**config.mk**
```make
export PLATFORM = sky130hd
export DESIGN_NAME = utf8_to_utf16_transcoder
export DESIGN_NICKNAME = d
export VERILOG_FILES = /design/src/rtl/core/utt_pkg.sv /design/src/rtl/core/utt_decoder.sv /design/src/rtl/core/utt_serializer.sv /design/src/rtl/core/utf8_to_utf16_transcoder.sv
export SDC_FILE = /design/constraint.sdc
export NUM_CORES = 1
export LEC_CHECK = 0
export BUFFER_PORTS_ARGS = -buffer_cell sky130_fd_sc_hd__buf_4
export CORE_ASPECT_RATIO = 0.5
export CORE_MARGIN = 10
export CORE_UTILIZATION = 56
export CTS_CLUSTER_DIAMETER = 60
export CTS_CLUSTER_SIZE = 20
export DETAILED_ROUTE_END_ITERATION = 12
export GPL_TIMING_DRIVEN = 0
export PLACE_DENSITY = 0.74
export SETUP_SLACK_MARGIN = 0.1
export SLEW_MARGIN = 15
export SYNTH_ARGS = -nofsm -noshare
export SYNTH_HDL_FRONTEND = slang
export SYNTH_HIERARCHICAL = 1
export SYNTH_SLANG_ARGS = --single-unit
export TNS_END_PERCENT = 10
```
**constraint.sdc**
```tcl
create_clock -name clk -period 18.2 [get_ports clk]
set_clock_uncertainty 0.15 [all_clocks]
set_input_delay 3.64 -clock clk [delete_from_list [all_inputs] [get_ports clk]]
set_output_delay 3.64 -clock clk [all_outputs]
set_load 0.01 [all_outputs]
```
**src/rtl/core/utt_pkg.sv**
```systemverilog
// types and constants shared by the utf8 to utf16 transcoder
`default_nettype none

package utt_pkg;

    localparam logic [15:0] REPLACEMENT = 16'hFFFD;
    localparam logic [20:0] MAX_POINT   = 21'h10FFFF;
    localparam logic [20:0] SURR_FIRST  = 21'h00D800;
    localparam logic [20:0] SURR_LAST   = 21'h00DFFF;
    localparam logic [20:0] SUPP_BASE   = 21'h010000;
    localparam logic [20:0] MIN_TWO     = 21'h000080;
    localparam logic [20:0] MIN_THREE   = 21'h000800;
    localparam logic [5:0]  HIGH_TAG    = 6'b110110;
    localparam logic [5:0]  LOW_TAG     = 6'b110111;
    localparam int          MAX_UNITS   = 4;

    // input request: one utf8 byte
    typedef struct packed {
        logic [7:0] byte_in;
        logic       end_of_string;
    } utf8_item_t;

    // output request: one utf16 code unit
    typedef struct packed {
        logic [15:0] code_unit;
        logic        run_last;
        logic        string_end;
    } utf16_item_t;

    // all units caused by one byte, decoder to serializer
    typedef struct packed {
        logic                        push;
        logic [MAX_UNITS-1:0][15:0]  units;
        logic [2:0]                  count;
        logic                        eos;
    } burst_t;

endpackage

`default_nettype wire

```
**src/rtl/core/utt_decoder.sv**
```systemverilog
// input register, sequence state and per-byte decode into a unit burst
`default_nettype none

module utt_decoder (
    input  wire logic               clk,
    input  wire logic               rst_n,
    input  wire logic               utf8_valid,
    output logic                    utf8_stall,
    input  wire utt_pkg::utf8_item_t utf8_data,
    input  wire logic               ready,
    output utt_pkg::burst_t         burst
);

    logic                 full_reg;
    utt_pkg::utf8_item_t  item_reg;
    logic [1:0]           pending_reg,  pending_next;
    logic [2:0]           expect_reg,   expect_next;
    logic [20:0]          partial_reg,  partial_next;

    logic        accept;
    logic        advance;
    logic [7:0]  b;
    logic        eos;
    logic        cont;
    logic [2:0]  have;
    logic [20:0] cp;
    logic [20:0] lo;
    logic [20:0] supp;
    logic        bad;
    logic [2:0]  need;
    logic [20:0] bits;
    logic [2:0]  err_n;
    logic [1:0]  tail_n;
    logic [15:0] tail0;
    logic [15:0] tail1;
    logic [2:0]  slot;

    // input handshake
    assign accept     = utf8_valid && !utf8_stall;
    assign utf8_stall = full_reg && !ready;
    assign advance    = full_reg && ready;

    assign b    = item_reg.byte_in;
    assign eos  = item_reg.end_of_string;
    assign cont = (b[7:6] == 2'b10);
    assign have = {1'b0, pending_reg} + 3'd1;
    assign cp   = {partial_reg[14:0], b[5:0]};
    assign supp = cp - utt_pkg::SUPP_BASE;

    // lower bound per sequence length, and value check at the final byte
    always_comb
    begin
        priority if (expect_reg == 3'd2)
        begin
            lo = utt_pkg::MIN_TWO;
        end
        else if (expect_reg == 3'd3)
        begin
            lo = utt_pkg::MIN_THREE;
        end
        else
        begin
            lo = utt_pkg::SUPP_BASE;
        end
        bad = (cp < lo) || (cp > utt_pkg::MAX_POINT) ||
              ((cp >= utt_pkg::SURR_FIRST) && (cp <= utt_pkg::SURR_LAST));
    end

    // lead byte classification
    always_comb
    begin
        priority if (b[7:5] == 3'b110)
        begin
            need = 3'd2;
            bits = {16'd0, b[4:0]};
        end
        else if (b[7:4] == 4'b1110)
        begin
            need = 3'd3;
            bits = {17'd0, b[3:0]};
        end
        else if (b[7:3] == 5'b11110)
        begin
            need = 3'd4;
            bits = {18'd0, b[2:0]};
        end
        else
        begin
            need = 3'd0;
            bits = '0;
        end
    end

    // burst shape and next sequence state
    always_comb
    begin
        err_n        = 3'd0;
        tail_n       = 2'd0;
        tail0        = utt_pkg::REPLACEMENT;
        tail1        = utt_pkg::REPLACEMENT;
        pending_next = 2'd0;
        expect_next  = 3'd0;
        partial_next = '0;
        if ((pending_reg != 2'd0) && cont)
        begin
            if (have >= expect_reg)
            begin
                if (bad)
                begin
                    err_n = have;
                end
                else if (cp > 21'h00FFFF)
                begin
                    tail_n = 2'd2;
                    tail0  = {utt_pkg::HIGH_TAG, supp[19:10]};
                    tail1  = {utt_pkg::LOW_TAG, supp[9:0]};
                end
                else
                begin
                    tail_n = 2'd1;
                    tail0  = cp[15:0];
                end
            end
            else if (eos)
            begin
                err_n = have;
            end
            else
            begin
                pending_next = have[1:0];
                expect_next  = expect_reg;
                partial_next = cp;
            end
        end
        else
        begin
            // flush an interrupted sequence, then decode this byte afresh
            err_n = {1'b0, pending_reg};
            if (!b[7])
            begin
                tail_n = 2'd1;
                tail0  = {8'd0, b};
            end
            else if ((need == 3'd0) || eos)
            begin
                tail_n = 2'd1;
            end
            else
            begin
                pending_next = 2'd1;
                expect_next  = need;
                partial_next = bits;
            end
        end
    end

    // lay out the burst: replacements first, then the tail units
    always_comb
    begin
        for (int i = 0; i < utt_pkg::MAX_UNITS; i++)
        begin
            slot = 3'(i);
            if (slot < err_n)
            begin
                burst.units[i] = utt_pkg::REPLACEMENT;
            end
            else if (slot == err_n)
            begin
                burst.units[i] = tail0;
            end
            else
            begin
                burst.units[i] = tail1;
            end
        end
        burst.count = err_n + {1'b0, tail_n};
        burst.eos   = eos;
        burst.push  = advance && (burst.count != 3'd0);
    end

    // input register and sequence state
    always_ff @(posedge clk or negedge rst_n)
    begin
        if (!rst_n)
        begin
            full_reg    <= 1'b0;
            pending_reg <= 2'd0;
            expect_reg  <= 3'd0;
            partial_reg <= '0;
        end
        else
        begin
            if (accept)
            begin
                full_reg <= 1'b1;
            end
            else if (advance)
            begin
                full_reg <= 1'b0;
            end
            if (advance)
            begin
                pending_reg <= pending_next;
                expect_reg  <= expect_next;
                partial_reg <= partial_next;
            end
        end
    end

    // input payload
    always_ff @(posedge clk)
    begin
        if (accept)
        begin
            item_reg <= utf8_data;
        end
    end

endmodule

`default_nettype wire

```
**src/rtl/core/utt_serializer.sv**
```systemverilog
// result register that hands out a burst one code unit per request
`default_nettype none

module utt_serializer (
    input  wire logic                clk,
    input  wire logic                rst_n,
    input  wire utt_pkg::burst_t     burst,
    output logic                     ready,
    output logic                     utf16_valid,
    input  wire logic                utf16_stall,
    output utt_pkg::utf16_item_t     utf16_data
);

    logic [2:0]                          count_reg;
    logic [utt_pkg::MAX_UNITS-1:0][15:0] units_reg;
    logic                                eos_reg;
    logic                                take;
    logic                                last;

    assign last  = (count_reg == 3'd1);
    assign take  = utf16_valid && !utf16_stall;
    assign ready = (count_reg == 3'd0) || (last && take);

    // output request from the head of the burst
    assign utf16_valid           = (count_reg != 3'd0);
    assign utf16_data.code_unit  = units_reg[0];
    assign utf16_data.run_last   = last;
    assign utf16_data.string_end = last && eos_reg;

    // burst count
    always_ff @(posedge clk or negedge rst_n)
    begin
        if (!rst_n)
        begin
            count_reg <= 3'd0;
        end
        else if (burst.push)
        begin
            count_reg <= burst.count;
        end
        else if (take)
        begin
            count_reg <= count_reg - 3'd1;
        end
    end

    // burst payload, shifted toward the head on each request taken
    always_ff @(posedge clk)
    begin
        if (burst.push)
        begin
            units_reg <= burst.units;
            eos_reg   <= burst.eos;
        end
        else if (take)
        begin
            for (int i = 0; i < utt_pkg::MAX_UNITS - 1; i++)
            begin
                units_reg[i] <= units_reg[i+1];
            end
        end
    end

endmodule

`default_nettype wire

```
**src/rtl/core/utf8_to_utf16_transcoder.sv**
```systemverilog
// top level of the utf8 to utf16 transcoder
//
//  channel  | dir | handshake          | payload
//  ---------+-----+--------------------+------------------------------------
//  utf8     | in  | utf8_valid/stall   | byte_in[7:0], end_of_string
//  utf16    | out | utf16_valid/stall  | code_unit[15:0], run_last, string_end
//
// one byte is taken per cycle while each byte yields at most one code unit and
// utf16_stall is low; a byte that yields k units (up to 4) holds the result
// register until all k are taken; a byte passes through the input register, then
// the result register, before its first unit is offered
// reset clears the sequence state and empties both registers; no sequence pending
// utf16_stall reaches utf8_stall via gates if input is full and one unit is left
`default_nettype none

module utf8_to_utf16_transcoder (
    input  wire logic                 clk,
    input  wire logic                 rst_n,
    input  wire logic                 utf8_valid,
    output logic                      utf8_stall,
    input  wire utt_pkg::utf8_item_t  utf8_data,
    output logic                      utf16_valid,
    input  wire logic                 utf16_stall,
    output utt_pkg::utf16_item_t      utf16_data
);

    utt_pkg::burst_t burst;
    logic            ready;

    // byte decode and sequence state
    utt_decoder u_decoder (
        .clk        (clk),
        .rst_n      (rst_n),
        .utf8_valid (utf8_valid),
        .utf8_stall (utf8_stall),
        .utf8_data  (utf8_data),
        .ready      (ready),
        .burst      (burst)
    );

    // code unit output
    utt_serializer u_serializer (
        .clk         (clk),
        .rst_n       (rst_n),
        .burst       (burst),
        .ready       (ready),
        .utf16_valid (utf16_valid),
        .utf16_stall (utf16_stall),
        .utf16_data  (utf16_data)
    );

endmodule

`default_nettype wire

```
==> metrics.md, run 1 <==
| Metric | Value |
|---|---|
| Syn avg cell area | 11.1 sq um |
| CP Data Required Time | 14.41 ns |
| CP cell instances | buf_4, o21ai_0, nand2b_1, inv_1, buf_4 |
| Total core area | ~9500 sq um |
| Via density | 6.08 |
| Worst hold path class | flip-flop to flip-flop |
| Diodes inserted | 0 |
| Root Driver | clkbuf_16 |
| CP Launch Type | input port |
| Most frequent cell after synthesis | edfxtp_1 |
| Share of cells above drive strength 1 | between 20% and 30% |
| DR pass1 iterations | 5 |
| Number of core rows | 25 |
| Crit path kind | input port to output port |
| Synthesis-to-finish area growth | 14.3% |
| CP max stage cell | o21ai_0 |
| Total Nets Final | 570 |
| Vias in the first global route | approximately 3900 |
| Crit Path Max Fanout | 7 |
| PostCTS Resize Cnt | 0 |
| Minimum clock period | 8.12 ns |
| DR iter-0 viols | 507 |
| Final Hold Vio Count | 0 |
| Post-synth top flop | edfxtp_1 |
| Lkg Pwr | ~2.1 nW |
| Die Y | roughly 90 um |
| Routed wire length | ~14 mm |
| H-tree Lvls | 3 |
| Clock Path Buffers | 2 |
| Setup TNS | 0 ns |
| Post-synth EDFFs | 74 |
| First-pass GRT wire length | 21.5 mm |
| Initial antenna violation count | 0 |
| Area of the mapped netlist | 5530 sq um |
| Wire per inst | 20.1 um |
| Place WS | between 10 and 15 ns |
| Cell occurring most often along the worst timing path | buf_4 |
| Worst IR drop on VDD | 0.114 mV |
| Crit share post-route | 44.6% |
| Filler cell count | 740 |
| Count of different cell masters after synthesis | between 50 and 60 |
| Setup violators final | 0 |
| Final worst slack | approximately 10 ns |
| Overall routing resource usage | 18.6% |
| Area share of the largest cell type after synthesis | 40.2% |
| Largest net degree at the start of global routing | 29 |
| Port buffer count | 32 |
| Post-Synthesis Cells | 498 |
| Die X-Extent | 161 um |
| Remaining DRCs | 0 |
| Top post-synthesis cells by count | 74 x edfxtp_1, 47 x nand2_1, 45 x mux2_2, 28 x o21ai_0 |
| Largest register FFs | 48 |
| Hold-fix buffers, CTS | 0 |
| Starting Density | 58.0% |
| R2R Setup Slk | about 11 ns |
| Post-DRT Antenna Nets | 0 |
| RSZ-0062 raised after global routing | false |
| Max-slew violations | 0 |
| Worst-skew pair later-pin latency | around 0.35 ns |
| CP Capture Type | output port |
| Max_cap viols | 0 |
| Pwr per Cell Area | 143 nW/um^2 |
| Slew headroom | about a quarter |
| Post-CTS setup buffers | 0 |
| Asr flop ratio synth | 24.5% |
| Total global routing overflow | 0 |
| Clk slew on worst S/H paths | 0.07 ns |
| CP arrival | 4.33 ns |
| Register bit total from synthesis | 98 |
| Total Power | 0.904 mW |
| Leading area contributor after synthesis | edfxtp_1 |
| DPL Wire Length | about 9.7 mm |
| Sink Count | roughly 100 |
| Post-Syn Nets | roughly 530 |
| RD Place Congestion | 0.965 |
| Outcome | complete, no violations |
| Clock buffer count from CTS | 9 |
| Die area | approximately 14000 sq um |
| F_max | 123 MHz |
| Post-synthesis sequential area ratio | 51.0% |
| Slowest stage delay, CP | 0.20 ns |
| CTS tree | built |
| Via Count | just over 4000 |
| Top-Level Pins | 33 |
| YS warnings | 6 |
| Slew @ Worst Pin | 1.14 ns |
| Top cells by area, synth | edfxtp_1 40%, dfrtp_1 11%, mux2_2 9.2%, nand2_1 3.2%, ha_1 2.9% |
==> cells by family after synthesis <==
| logic type | Yosys count | synth area share, % |
|---|---|---|
| and+or+nand+nor | 145 | 13.3 |
| AOI/OAI and AO/OA | 107 | 13.0 |
| DFF | 98 | 51.0 |
| buffers and inverters | 77 | 7.98 |
| muxes | 54 | 10.9 |
| adders and majority gates | 14 | 3.30 |
| xor gates and xnor gates | 3 | 0.475 |
==> placed cells by master (no fill, tap or decap), types with 3 or more instances in the layout <==
cell type,synthesis,layout
nor4_1,24,24
a21oi_1,18,18
nand2_1,47,47
a22o_1,3,3
nand2_2,6,6
nand2b_1,4,4
edfxtp_1,74,74
ha_1,13,13
nor2_1,23,23
nor2b_1,6,6
mux2i_1,5,5
a31oi_1,17,17
buf_2,8,8
nand3_1,4,4
a211oi_1,6,5
o41ai_1,3,3
o31ai_1,6,6
buf_6,10,10
a21oi_2,4,4
or3_1,5,5
mux2_1,4,4
or4_1,3,3
o31a_1,4,4
buf_4,18,50
nand4_1,4,4
dfrtp_1,24,24
clkbuf_1,19,19
clkbuf_16,0,9
inv_1,22,22
nor3_1,7,7
or2_2,4,4
mux2_2,45,45
a31o_2,4,4
o21ai_0,28,28
==> worst max-delay path, delay by kind of cell <==
family / cells / cell delay (ns)
AND/OR/NAND/NOR: 1 / 0.17
AO/OA/AOI/OAI: 1 / 0.20
buffers and inverters: 3 / 0.31
==> power by group <==
group | switching, mW | leakage, nW | internal (mW)
Sequential | 0.0227 | 0.872 | 0.306
Combinational | 0.219 | 1.05 | 0.150
Clock | 0.0846 | 0.162 | 0.122
==> final timing paths <==
check                                          from                    endpoint  depth (start not counted)
min in group asynchronous                     rst_n   u_serializer/count_reg[0]                          1
min                         u_decoder/expect_reg[1]     u_decoder/expect_reg[1]                          1
max reg2reg                u_decoder/pending_reg[0]  u_serializer/units_reg[21]                         21
max                                     utf16_stall                  utf8_stall                          5
max in group asynchronous                     rst_n    u_decoder/partial_reg[1]                          1
min reg2reg                 u_decoder/expect_reg[1]     u_decoder/expect_reg[1]                          1
==> final cells by class <==
cell class                 instances  area (sq um)  area share [%]
sequential                        98          2820            44.6
multi-input combinational        323          2290            36.2
buffer                            55           359            5.68
timing repair buffer              34           275            4.35
clock buffer                       9           225            3.56
tap                              135           169            2.67
clock inverter                     7          98.8            1.56
inverter                          22          82.6            1.31
==> metal layers <==
layer | up-vias | share of wire, % | track usage (%)
li1 | 1931 | - | -
met1 | 2003 | 45 | 26.9
met2 | 203 | 44 | 26.4
met3 | 16 | 10 | 5.51
met4 | 0 | 0.98 | 4.71
met5 | - | 0 | 0
==> stage by stage <==
| step | util (%) | hold slack [ns] | area [sq um] | std cells |
|---|---|---|---|---|
| 2_1_floorplan | - | 0.330 | 5530 | 498 |
| 5_1_grt | 66.3 | 0.405 | 6320 | 683 |
| 4_1_cts | 66.3 | 0.383 | 6320 | 683 |
| 3_5_place_dp | 62.9 | 0.369 | 6000 | 667 |
| 3_3_place_gp | 62.3 | 0.356 | 5940 | 665 |
| 6_report | 66.3 | 0.380 | 6320 | 683 |
(Power assumes the default switching activity.)
==> run 2: changes to the inputs <==
CORE_UTILIZATION = 55   (was 56)
PLACE_DENSITY = 0.76   (was 0.74)
clock period = 7.3 ns   (was 18.2 ns; I/O delays follow)
==> run 2 against run 1 <==
  * Core utilization fell by 0.98 points
  * Hold slack improved by 0.0047 ns
  * Total power is 140% higher
  * Combinational power up 150%
  * Clock power grew 120%
  * Sequential share of layout area up 0.23 points
  * Register-to-register slack worse by 11 ns
  * Die area rose by 1.5%
  * Sequential cell count is the same
  * Clock-buffer cell count is 2 higher
  * Non-clock buffer count did not move
  * Critical path depth is 16 higher
  * Critical path type is now flip-flop to flip-flop
==> metrics.md, run 2 (synthesis gave the netlist of run 1 again) <==
| Metric | Value |
|---|---|
| H-tree Lvls | 3 |
| Diodes inserted | 0 |
| Max-slew violations | 0 |
| Filler cell count | 786 |
| Die Y | just over 90 um |
| Number of core rows | 25 |
| Via density | 6.17 |
| Post-Layout Inst Area | 6290 sq um |
| Critical path's top delay family | buffers and inverters |
| CP cell instances | clkbuf_1, inv_1, ha_1, ha_1, a31oi_1, a211oi_1, nand3_2, buf_2, buf_2, nor3_1, inv_1, fa_1, inv_1, nor3_1, and4_1, a211oi_4, buf_6, buf_6, buf_6, o21bai_4, buf_16 |
| Wire per inst | 19.9 um |
| Crit Path Max Fanout | 26 |
| CP Launch Type | flip-flop |
| Worst-skew pair later-pin latency | 0.34 ns |
| Final Hold Vio Count | 0 |
| Crit share post-route | 90.5% |
| Grt met2 use | 28.2% |
| CP Capture Type | flip-flop |
| Area after DPL | around 6000 sq um |
| Minimum clock period | 6.60 ns |
| Max_cap viols | 0 |
| Largest net degree at the start of global routing | 27 |
| Total core area | 9630 sq um |
| Reg2Reg Depth | 21 |
| Via Count | approximately 4200 |
| Crit path depth | 21 |
| Critical R2R Launch | u_decoder/pending_reg[0] |
| Clock buffer count from CTS | 9 |
| Worst IR drop on VDD | 0.165 mV |
| Pwr per Cell Area | 350 nW/um^2 |
| Overall routing resource usage | between 15 and 20% |
| R2R Setup Slk | 0.70 ns |
| RD Place Congestion | 0.938 |
| Post-CTS setup buffers | 0 |
| CP max stage cell | nor3_1 |
| Hold-fix buffers, CTS | 0 |
| Clock Path Buffers | 2 |
| Sink Count | 98 |
| Area of the multi-input gates | 2290 sq um |
| F_max | roughly 150 MHz |
| Crit path kind | flip-flop to flip-flop |
| Root Driver | clkbuf_16 |
| Clk slew on worst S/H paths | 0.07 ns |
| RSZ-0062 raised after global routing | false |
| DPL Wire Length | 9.67 mm |
| Initial antenna violation count | 0 |
| Lkg Pwr | 2.06 nW |
| Met3 Use GR | under 10% |
| Die area | 14700 sq um |
| Top-Level Pins | 33 |
| Synthesis-to-finish area growth | 13.7% |
| Reg area | 2820 sq um |
| Starting Density | 57.4% |
| CP Capture Point | u_serializer/utf16_data[10] |
| Post-DRT Antenna Nets | 0 |
| Slowest stage delay, CP | around 0.67 ns |
| CP Data Required Time | 7.20 ns |
| Die X-Extent | 162 um |
| CP bufs+invs | 10 |
| Share of cells above drive strength 1 | 27.6% |
| Most frequent cells in the layout | 74 x edfxtp_1, 50 x buf_4, 47 x nand2_1 |
| Routed wire length | 13.6 mm |
| CP arrival | 6.50 ns |
| Port buffer count | 32 |
| DR pass1 iterations | 7 |
| Setup violators final | 0 |
| DR iter-0 viols | around 450 |
| Slew @ Worst Pin | just over 0.9 ns |
| Critical path launch point | u_decoder/pending_reg[0] |
| CTS tree | built |
| Leading cell type in the layout, fill and taps excluded | edfxtp_1 |
| Hold slack | 0.385 ns |
| Vias in the first global route | around 4000 |
| GR peak layer | met2 |
| Worst reg2reg endpoint | u_serializer/utf16_data[10] |
| Slew headroom | 37.4% |
| First-pass GRT wire length | 21.7 mm |
| Total global routing overflow | 0 |
| Total Nets Final | 570 |
| Outcome | complete, no violations |
| Remaining DRCs | 0 |
| Worst hold path class | flip-flop to flip-flop |
| M1 GR Usage | 25.6% |
| PostCTS Resize Cnt | 0 |
| Largest register FFs | 48 |
[run 2: changes by cell type in the layout (fill, tap and decap cells not counted), sizes merged]
cell and change:
bufinv -1, clkbuf +2, clkinvlp +1, inv -3
clkinv +1
[run 2: per-stage QoR]
step	utilization, %	setup WS, ns	power [mW]	TNS (ns)	instances
floorplan	-	0.122	1.43	0	498
global placement	61.7	-2.23	1.70	-136.73	665
detailed placement	62.3	0.867	1.74	0	667
CTS	65.3	0.836	2.20	0	683
global route	65.3	0.459	2.31	0	683
finish	65.3	0.695	2.20	0	683
[run 2: cell type report]
class                      instances  area share [%]
tap                              135            2.68
sequential                        98            44.9
timing repair buffer              34            4.43
clock buffer                      11            3.70
clock inverter                     5           0.875
multi-input combinational        323            36.4
buffer                            55            5.71
inverter                          22            1.31
[run 2: how the worst min path moves through the flow]
stage,cells after the start,to,from,slack (ns)
after floorplan,2,u_decoder/expect_reg[2],u_decoder/expect_reg[2],0.33
after global placement,1,u_serializer/units_reg[43],u_serializer/units_reg[59],0.35
after detailed placement,2,u_decoder/expect_reg[2],u_decoder/expect_reg[2],0.37
after CTS,2,u_decoder/expect_reg[2],u_decoder/expect_reg[2],0.38
after global routing,1,u_serializer/units_reg[43],u_serializer/units_reg[59],0.39
final,1,u_serializer/units_reg[43],u_serializer/units_reg[59],0.38
[run 2: power by group]
group	internal, mW	switching, mW	total (mW)
Sequential	0.763	0.0586	0.821
Clock	0.265	0.198	0.463
Combinational	0.377	0.540	0.917
[run 2: metal layers]
metal	up-vias	part of all wire (%)
met2	203	45
met3	13	9.4
met1	2071	45
met4	0	0.69
met5	-	0
li1	1924	-
==> run 3: changes to the inputs <==
--- a/config.mk
+++ b/config.mk
@@ -14,5 +14,5 @@
 export DETAILED_ROUTE_END_ITERATION = 12
 export GPL_TIMING_DRIVEN = 0
-export PLACE_DENSITY = 0.76
+export PLACE_DENSITY_LB_ADDON = 0.05
 export SETUP_SLACK_MARGIN = 0.1
 export SLEW_MARGIN = 15
==> constraint.sdc (replaced) <==
create_clock -name clk -period 7.3 [get_ports clk]
set_clock_uncertainty 0.15 [all_clocks]
set_input_delay 0.73 -clock clk [delete_from_list [all_inputs] [get_ports clk]]
set_output_delay 0.73 -clock clk [all_outputs]
set_load 0.01 [all_outputs]
==> run 3 against run 2 <==
  * First-iteration DRC count decreased by 3.5%
  * Die area unchanged
  * Combinational power is 0.7% lower
  * Sequential power is essentially flat
  * Clock power increased by 2%
  * Core utilization is essentially flat
  * Global-route usage rose by 0.47 points
  * Sequential share of layout area is essentially flat
  * Clock-buffer cell count fell by 2
  * Setup slack worse by 0.054 ns
  * Total power is 0.30% higher
  * Critical path type unchanged
  * Critical endpoint is now u_serializer/utf16_data[13]
  * Highest routed layer unchanged
==> metrics.md, run 3 (synthesis gave the netlist of run 1 again) <==
| Metric | Value |
|---|---|
| Outcome | complete, no violations |
| Worst IR drop on VDD | ~0.20 mV |
| Slew headroom | 41.0% |
| Sink Count | between 90 and 100 |
| CP Launch Type | flip-flop |
| R2R Setup Slk | 0.64 ns |
| DR pass1 iterations | 5 |
| Area after DPL | approximately 6000 sq um |
| Total internal power | about 1.4 mW |
| Total core area | 9630 sq um |
| Clock Power Share | 21.5% |
| Reg2Reg Depth | 21 |
| Crit Path Max Fanout | 25 |
| Top-Level Pins | 33 |
| Grt met2 use | 27.3% |
| Total Nets Final | 570 |
| H-tree Lvls | 3 |
| CTS tree | built |
| Setup TNS | 0 ns |
| Root Driver | clkbuf_16 |
| Share of cells above drive strength 1 | about 28% |
| Worst-skew pair later-pin latency | 0.36 ns |
| Reg area | 2820 sq um |
| PostCTS Resize Cnt | 0 |
| DPL Wire Length | 9.53 mm |
| Port buffer count | 32 |
| Vias in the first global route | 3931 |
| Max-slew violations | 0 |
| RSZ-0062 raised after global routing | false |
| M1 GR Usage | 27.4% |
| Via Count | 4114 |
| Clk slew on worst S/H paths | around 0.070 ns |
| Crit path kind | flip-flop to flip-flop |
| Post-DRT Antenna Nets | 0 |
| Largest register FFs | 48 |
| Critical R2R Launch | u_decoder/pending_reg[0] |
| Worst hold path class | input port to async pin |
| Filler cell count | 798 |
| DR iter-0 viols | ~440 |
| CP cell instances | clkbuf_1, inv_1, ha_1, ha_1, a31oi_1, a211oi_1, nand3_2, buf_2, buf_2, nor3_1, inv_1, fa_1, inv_1, nor3_1, and4_1, a211oi_4, buf_8, buf_6, buf_6, o21bai_4, buf_12 |
| Hold-fix buffers, CTS | 0 |
| Max_cap viols | 0 |
| Post-Layout Inst Area | 6290 sq um |
| Cell occurring most often along the worst timing path | inv_1 |
| Worst reg2reg endpoint | u_serializer/utf16_data[13] |
| CP Capture Point | u_serializer/utf16_data[13] |
| F_max | 150 MHz |
| Routed wire length | 13.7 mm |
| Slowest stage delay, CP | 0.69 ns |
| Total global routing overflow | 0 |
| Synthesis-to-finish area growth | 13.7% |
| Die X-Extent | 162 um |
| Die Y | around 91 um |
| Post-CTS setup buffers | 0 |
| Number of core rows | 25 |
| Critical path's top delay family | buffers and inverters |
| Hold slack | ~0.12 ns |
| Via density | 6.02 |
| Critical path launch point | u_decoder/pending_reg[0] |
| Starting Density | between 50 and 60% |
| Diodes inserted | 0 |
| Remaining DRCs | 0 |
| Clock Path Buffers | 2 |
| Place WS | 0.757 ns |
| Final worst slack | 0.641 ns |
| Minimum clock period | 6.66 ns |
| Pwr per Cell Area | ~350 nW/um^2 |
| Met3 Use GR | 4.82% |
| RD Place Congestion | between 0.8 and 0.9 |
| Largest net degree at the start of global routing | 26 |
| Wire per inst | about 20 um |
| Initial antenna violation count | 0 |
| Crit share post-route | between 90 and 100% |
| Overall routing resource usage | a little under a fifth |
| CP max stage cell | nor3_1 |
| Setup violators final | 0 |
| Leading cell type in the layout, fill and taps excluded | edfxtp_1 |
| CP Capture Type | flip-flop |
| Reg power frac | 37.3% |
| Switching pwr | 0.831 mW |
| Lkg Pwr | 2.06 nW |
| Net Sw Frac | 37.7% |
| Total Power | 2.21 mW |
| CP Data Required Time | 7.22 ns |
| First-pass GRT wire length | 22.1 mm |
| Die area | 14700 sq um |
| Crit path depth | 21 |
| CP arrival | 6.58 ns |
| Final Hold Vio Count | 0 |
| CP bufs+invs | 10 |
| Most frequent cells in the layout | 74 x edfxtp_1, 50 x buf_4, 47 x nand2_1 |
| Combinational share of power | a little over 40% |
| GR peak layer | met1 |
| Slew @ Worst Pin | 0.877 ns |
| Area of the multi-input gates | 2290 sq um |
| Clock buffer count from CTS | 9 |
run 3: routing by layer:
layer	part of all wire [%]	up-vias
met1	47	2006
met2	43	157
met4	1.4	0
met5	0	-
met3	7.9	22
li1	-	1929
run 3: cell type report:
| class | instances | share of cell area (%) |
|---|---|---|
| buffer | 55 | 5.71 |
| clock buffer | 9 | 3.58 |
| clock inverter | 7 | 1.07 |
| inverter | 22 | 1.31 |
| multi-input combinational | 323 | 36.4 |
| sequential | 98 | 44.9 |
| tap | 135 | 2.68 |
| timing repair buffer | 34 | 4.37 |
run 3: worst min-delay path by stage:
stage                                     startpoint  slack, ns                          to
final                                          rst_n       0.12     u_decoder/expect_reg[2]
after global routing                           rst_n       0.14   u_serializer/count_reg[0]
after CTS                                      rst_n       0.12    u_decoder/partial_reg[0]
after detailed placement  u_serializer/units_reg[56]       0.36  u_serializer/units_reg[40]
after global placement    u_serializer/units_reg[55]       0.35  u_serializer/units_reg[39]
after floorplan                                rst_n       0.28     u_decoder/expect_reg[0]
run 3: through the flow:
step / util [%] / cells
2_1_floorplan: - / 498
3_3_place_gp: 61.7 / 665
3_5_place_dp: 62.3 / 667
4_1_cts: 65.3 / 683
5_1_grt: 65.3 / 683
6_report: 65.3 / 683
run 3: power by group through the flow:
stage               combinational, mW  sequential (mW)  clock, mW
floorplan                       0.606            0.822          0
global placement                0.860            0.853          0
detailed placement              0.910            0.832          0
CTS                             0.914            0.820      0.481
global route                    0.986            0.834      0.504
finish                          0.911            0.823      0.474
